$ cat src/rtl/bca_pkg.sv
// Shared types, constants and helper functions of the bitmap allocator.
`default_nettype none
package bca_pkg;

    // Map geometry
    localparam int MAP_BITS  = 32768;
    localparam int MAP_AW    = $clog2(MAP_BITS);
    localparam int WORD_W    = 64;
    localparam int WORD_AW   = $clog2(WORD_W);
    localparam int MAP_WORDS = MAP_BITS / WORD_W;
    localparam int WAW       = $clog2(MAP_WORDS);
    localparam int RUN_W     = MAP_AW + 1;

    // Field widths
    localparam int DIV_W   = 32;
    localparam int BYTES_W = 40;
    localparam int PROD_W  = MAP_AW + DIV_W;

    localparam logic [BYTES_W-1:0] BYTES_MAX = '1;

    // Result status codes
    localparam logic [2:0] ST_GRANTED  = 3'd0;
    localparam logic [2:0] ST_NOSPACE  = 3'd1;
    localparam logic [2:0] ST_FREED    = 3'd2;
    localparam logic [2:0] ST_NOTPOOL  = 3'd3;
    localparam logic [2:0] ST_DISABLED = 3'd4;

    // Configuration register indexes
    localparam logic [1:0] CFG_BPB      = 2'd0;
    localparam logic [1:0] CFG_POOL     = 2'd1;
    localparam logic [1:0] CFG_DISABLED = 2'd2;

    typedef enum logic [3:0] {
        S_CLEAR,
        S_IDLE,
        S_DIV,
        S_SCAN,
        S_MARK_RD,
        S_MARK_WR,
        S_REC,
        S_MULA,
        S_MULB,
        S_MULC,
        S_DONE
    } state_t;

    // Number of free bits from bit 0 upwards
    function automatic logic [WORD_AW:0] low_free(input logic [WORD_W-1:0] f);
        logic [WORD_AW:0] c;
        logic             stop;
        c    = '0;
        stop = 1'b0;
        for (int k = 0; k < WORD_W; k++)
        begin
            if (!stop && f[k])
                c = c + 1'b1;
            else
                stop = 1'b1;
        end
        return c;
    endfunction

    // Number of free bits from the top bit downwards
    function automatic logic [WORD_AW:0] high_free(input logic [WORD_W-1:0] f);
        logic [WORD_AW:0] c;
        logic             stop;
        c    = '0;
        stop = 1'b0;
        for (int k = WORD_W - 1; k >= 0; k--)
        begin
            if (!stop && f[k])
                c = c + 1'b1;
            else
                stop = 1'b1;
        end
        return c;
    endfunction

    // Start positions of free windows of length len inside one word (doubling steps)
    function automatic logic [WORD_W-1:0] win_ok(input logic [WORD_W-1:0] f,
                                                 input logic [WORD_AW:0] len);
        logic [WORD_W-1:0] r;
        logic [WORD_W-1:0] acc;
        logic [WORD_AW+1:0] off;
        r   = f;
        acc = '1;
        off = '0;
        for (int b = 0; b <= WORD_AW; b++)
        begin
            if (len[b])
            begin
                acc = acc & (r >> off);
                off = off + (WORD_AW+2)'(1 << b);
            end
            r = r & (r >> (1 << b));
        end
        return acc;
    endfunction

    // Lowest set bit position
    function automatic logic [WORD_AW-1:0] low_set(input logic [WORD_W-1:0] v);
        logic [WORD_AW-1:0] p;
        p = '0;
        for (int k = WORD_W - 1; k >= 0; k--)
        begin
            if (v[k])
                p = WORD_AW'(k);
        end
        return p;
    endfunction

endpackage
`default_nettype wire

$ cat src/rtl/bca_div.sv
// Restoring serial divider: one quotient bit per cycle.
`default_nettype none
module bca_div
(
    input  wire                        clk,
    input  wire                        rst_n,
    input  wire                        start,
    input  wire [bca_pkg::DIV_W-1:0]   dividend,
    input  wire [bca_pkg::DIV_W-1:0]   divisor,
    output logic                       done,
    output logic [bca_pkg::DIV_W-1:0]  quot,
    output logic [bca_pkg::DIV_W-1:0]  rem
);
    import bca_pkg::*;

    localparam int CW = $clog2(DIV_W + 1);

    logic [DIV_W-1:0] rem_reg;
    logic [DIV_W-1:0] quo_reg;
    logic [CW-1:0]    cnt_reg;
    logic             busy_reg;
    logic             done_reg;
    logic [DIV_W:0]   trial;
    logic [DIV_W:0]   diff;
    logic             fits;

    // One trial subtraction a cycle
    assign trial = {rem_reg, quo_reg[DIV_W-1]};
    assign fits  = trial >= {1'b0, divisor};
    assign diff  = trial - {1'b0, divisor};

    always_ff @(posedge clk or negedge rst_n)
    begin
        if (!rst_n)
        begin
            busy_reg <= 1'b0;
            done_reg <= 1'b0;
            cnt_reg  <= '0;
        end
        else
        begin
            done_reg <= 1'b0;
            if (start)
            begin
                busy_reg <= 1'b1;
                cnt_reg  <= '0;
            end
            else if (busy_reg)
            begin
                cnt_reg <= cnt_reg + 1'b1;
                if (cnt_reg == CW'(DIV_W - 1))
                begin
                    busy_reg <= 1'b0;
                    done_reg <= 1'b1;
                end
            end
        end
    end

    always_ff @(posedge clk)
    begin
        if (start)
        begin
            rem_reg <= '0;
            quo_reg <= dividend;
        end
        else if (busy_reg)
        begin
            rem_reg <= fits ? diff[DIV_W-1:0] : trial[DIV_W-1:0];
            quo_reg <= {quo_reg[DIV_W-2:0], fits};
        end
    end

    assign done = done_reg;
    assign quot = quo_reg;
    assign rem  = rem_reg;

endmodule
`default_nettype wire

$ cat config.mk
export PLATFORM = sky130hd
export DESIGN_NAME = bca_div
export DESIGN_NICKNAME = d
export VERILOG_FILES = /design/src/rtl/bca_pkg.sv /design/src/rtl/bca_div.sv
export SDC_FILE = /design/constraint.sdc
export NUM_CORES = 1
export LEC_CHECK = 0
export BUFFER_PORTS_ARGS = -buffer_cell sky130_fd_sc_hd__clkbuf_2
export CORE_UTILIZATION = 54
export DETAILED_ROUTE_END_ITERATION = 12
export PLACE_DENSITY = 0.8
export SETUP_SLACK_MARGIN = 0.5
export SLEW_MARGIN = 10
export SYNTH_ARGS = -nofsm -noshare
export SYNTH_HDL_FRONTEND = slang
export SYNTH_SLANG_ARGS = --single-unit
export TNS_END_PERCENT = 30
$ cat constraint.sdc
create_clock -name clk -period 3.5 [get_ports clk]
set_clock_uncertainty 0.1 [all_clocks]
set_input_delay 0.525 -clock clk [delete_from_list [all_inputs] [get_ports clk]]
set_output_delay 0.525 -clock clk [all_outputs]
set_load 0.05 [all_outputs]
# After elaboration in Yosys (flattened, before gate mapping)
# Index checks and enable logic that the tools add are counted.
# op_classes
add_sub_neg	2
n_eq_ne	1
magnitude_cmp	1
n_reduce_logical	1
muxes	11
# op_table
cell	count
two-way mux 32 bit	3
>= comparator 33 x 32 -> 1 bit	1
subtractor 32 bit	1
two-way mux 6 bit	2
adder 6 x 1 -> 6 bit (second input constant)	1
== test 6 x 5 -> 1 bit (second input constant)	1
two-way mux 1 bit	6
nonzero test 2 bit	1
# word_totals
regBits	72
out_inout_bits	65

# Logic depth before layout (Yosys ltp)
# depth
depth_word	4
mapped_depth	13
depth_no_buf	12

# Least setup slack after synthesis
# OpenSTA, ideal clock, no wires.
# synth_timing
path_type	flip-flop to flip-flop
from	reg quo_reg[31] (netlist: quot[31])
to	reg rem_reg[24] (netlist: rem[24])
stages_incl_launch_ff	13
setup_slack_ns	0.462
arrival_time_ns	2.880
cell_sequence	edfxtp_1 -> inv_1 -> ha_1 -> fa_1 -> nor2b_1 -> o211a_1 -> o21ai_1 -> a31o_1 -> a31o_2 -> o311a_1 -> xor2_1 -> nor3b_1 -> o21ba_1
# synth_between
elab_chain_cells	2
# synth_lines
item	line_no	source
start, declared	bca_div.sv:19	logic [DIV_W-1:0] quo_reg;
start signal, assigned	bca_div.sv:65	quo_reg <= dividend;
start signal, assigned	bca_div.sv:70	quo_reg <= {quo_reg[DIV_W-2:0], fits};
subtractor 32 bit / >= comparator 33 x 32 -> 1 bit (equally long branches)	bca_div.sv:30, bca_div.sv:29	
two-way mux 32 bit *	bca_div.sv:69	rem_reg <= fits ? diff[DIV_W-1:0] : trial[DIV_W-1:0];
end signal, assigned	bca_div.sv:69	
end, declared	bca_div.sv:18	logic [DIV_W-1:0] rem_reg;
# Every way passes the cells marked *; elsewhere a longest branch is shown, timed or not.
# A chain may end at the register's enable or synchronous reset.

# Final worst setup path
# Same ends and word-level chain as after synthesis.

==> run summary <==
run status -> completed
minimum setup slack after placement -> 355 ps
HPWL after DPL -> 9.01 mm
sequential fraction of the synthesis area -> 36.9%
post-route cell area -> 0.00588 mm2
worst max-slew margin expressed relative to the limit -> 56.3%
global-route wire length before repair -> 19.5 mm
Total Negative Setup Slacks -> 0 ps
xor/xnor cell area share of the yosys netlist -> 5.56%
peak fanout along the critical path -> 3
capture endpoint of the worst hold path -> quot[11]$_DFFE_PP_
vias after detailed routing -> 4483
most common cell after layout, fill and taps aside -> sky130_fd_sc_hd__clkbuf_2
share of layout cells above drive strength 1 -> 30.2%
multiplexer share of the synthesized area -> 9.26%
Reg2Reg Setup Slack -> 600 ps
Post-Syn Instances -> 539
most frequent cells in the layout -> sky130_fd_sc_hd__clkbuf_2 (131), sky130_fd_sc_hd__nor2_1 (56), sky130_fd_sc_hd__a21oi_1 (46)
count of port buffers added during placement -> 131
class of the most critical setup path -> flip-flop to flip-flop
overall global routing resource usage -> 25.3%
area of the die -> 0.00942 mm2
antenna diode instance count -> 0
number of global-route vias before repair -> 4196
drt total wl -> 12.0 mm
Worst Reg2Reg Path Length in Cells -> 12
Final period util -> 82.8%
overall power after layout -> 2.52 mW
Data arrival, critical path -> 3110 ps
number of I/O pins -> 132
post-synthesis sequential element count -> 72
Achievable Freq -> 345 MHz
EDFF count, synth -> 32
main combinational cell family by area after synthesis -> compound AO/OA/AOI/OAI gates
routability cong. -> 0.963
power density relative to cell area -> 429 mW/mm2
Crit. End Element -> flip-flop
setup-violating endpoint count in the final report -> 0
worst reg2reg path endpoint -> rem[24]$_SDFFE_PP0P_
most frequently used flop master after synthesis -> sky130_fd_sc_hd__edfxtp_1
count of routing violations after the opening detailed-route iteration -> 209
Clk pin slew, worst setup/hold paths -> 100 ps
net count after synthesis -> 640
CTS max path bufs -> 2
RSZ-0062 raised after global routing -> no
share of the synthesized area in compound gates (AO/OA/AOI/OAI) -> 20.1%
die boundary width -> 97.1 um
Initial Utilization -> 56.0%
cell area after synthesis -> 0.00488 mm2
H-tree depth -> 3
Post-route DRC -> 0
hold path startpoint -> dividend[11]
antenna violations before repair -> 0
average routed wire per standard cell -> 15.4 um
number of sinks on the clock net -> 72
worst path required time -> 3710 ps
Clock Latency Late Sink -> 360 ps
leakage component of the power -> 2.86 nW
proportion of synthesized flip-flops having asynchronous set or reset -> 11.1%
floorplan row count -> 34
final hold violations -> 0
total congestion overflow -> 0
adder-cell area share of the yosys netlist -> 8.87%
average instance area after synthesis -> 9.05 um2
CTS tree -> yes
Hold Path Class -> primary input to flip-flop
Worst Hold Path Cells -> 2
max capacitance violation total -> 0
final worst path period need -> 2900 ps
maximum number of pins on one net before global-route repair -> 48
total core area -> 0.00872 mm2
Yosys Warn Count -> 0
post-place instance area -> 0.00562 mm2
synthesis-to-finish area growth -> 20.5%
root buf cell -> sky130_fd_sc_hd__clkbuf_8
number of CTS-inserted buffers -> 9
Vias/cell -> 5.74
Layout Nets -> 769
DRT Pass-1 Iters -> 5
post-route ant nets -> 0
element type at the critical path start -> flip-flop
worst reg2reg path startpoint -> quot[31]$_DFFE_PP_
maximum vdd drop -> 0.349 mV
Die Ht -> 97.1 um
library cells used by synthesis -> 53
simple-gate share of the synthesized area -> 13.3%
final max-slew violation count -> 0
setup ws final -> 600 ps
slew at the pin closest to its max-slew limit -> 654 ps
[cell type report]
type,count,area (um2)
Fill cell,703,2840
Multi-Input combinational cell,398,2810
Sequential cell,72,1800
Timing Repair Buffer,142,756
Inverter,45,169
Tap cell,108,135
Clock buffer,9,124
Clock inverter,7,85.1
[cell usage after synthesis, drive strengths merged, types with 5 or more instances]
library cell	instances	share of area, %
inv	45	3.5
nand3	5	0.51
and2	5	0.64
nand4	10	1.3
edfxtp	32	20
a32oi	5	0.90
nand2	42	3.2
o31ai	5	0.77
clkbuf	15	1.2
a31oi	6	0.77
mux2i	8	1.6
a21oi	47	4.9
nor2	56	4.3
o21bai	5	0.77
dfxtp	32	13
a211oi	17	2.7
a22o	5	0.90
buf	9	1.4
o21ai	26	2.7
ha	33	8.5
mux2	33	7.6
dfrtp	8	4.1
a21o	13	2.0
xnor2	21	3.8
xor2	10	1.8
[logic make-up (layout without fill, tap and decap cells)]
logic type / Yosys count / count (layout)
AO/OA/AOI/OAI: 148 / 148
multiplexers: 41 / 41
flip-flops: 72 / 72
adder cells (fa/ha/maj): 34 / 34
XOR/XNOR: 31 / 31
buffers and inverters: 69 / 203
AND/OR/NAND/NOR: 144 / 144
[repair_timing]
action                                 CTS  global route
hold buffers                             1             0
buffers inserted                         0             1
resized for setup                        0             9
setup endpoints to repair                0            20
endpoints found under the hold margin    8             0
[where the power goes]
part           internal [mW]  total [mW]  leakage, nW  switching, mW
logic                  0.275       0.797         2.05          0.522
registers              0.953        1.01        0.704         0.0549
clock network          0.345       0.715        0.107          0.371
[worst max-delay path, cell delays in order (launching register included)]
cell                       delay, ps
sky130_fd_sc_hd__edfxtp_1        400
sky130_fd_sc_hd__inv_1            60
sky130_fd_sc_hd__ha_2            180
sky130_fd_sc_hd__fa_2            370
sky130_fd_sc_hd__nor2b_4         140
sky130_fd_sc_hd__o211a_1         160
sky130_fd_sc_hd__o21ai_1          90
sky130_fd_sc_hd__a31o_1          270
sky130_fd_sc_hd__a31o_2          240
sky130_fd_sc_hd__o311a_1         310
sky130_fd_sc_hd__xor2_1          150
sky130_fd_sc_hd__nor3b_1         240
sky130_fd_sc_hd__o21ba_1         160
[metal layers]
metal,vias to the layer above,GRT usage (%),share of wire [%]
li1,2197,-,-
met1,2114,33.5,45
met2,159,42.1,48
met3,13,4.60,5.8
met4,0,7.92,1.3
met5,-,0,0
[worst max-delay path by stage]
stage / from / to / slack (ps)
after floorplan: rem[25]$_SDFFE_PP0P_ / rem[20]$_SDFFE_PP0P_ / 520
after global placement: divisor[22] / rem[14]$_SDFFE_PP0P_ / 400
after detailed placement: divisor[16] / rem[16]$_SDFFE_PP0P_ / 350
after CTS: quot[31]$_DFFE_PP_ / rem[24]$_SDFFE_PP0P_ / 570
after global routing: rem[19]$_SDFFE_PP0P_ / rem[1]$_SDFFE_PP0P_ / 490
final: quot[31]$_DFFE_PP_ / rem[24]$_SDFFE_PP0P_ / 600
[per-stage QoR]
| stage | std cells | hold WS, ps | util (%) |
|---|---|---|---|
| after floorplan | 539 | 129 | - |
| after global placement | 763 | 280 | 64.4 |
| after detailed placement | 763 | 285 | 64.4 |
| after CTS | 780 | 360 | 66.9 |
| after global routing | 781 | 357 | 67.4 |
| final | 781 | 365 | 67.4 |
Note: power is estimated with default switching activity, not from simulation.
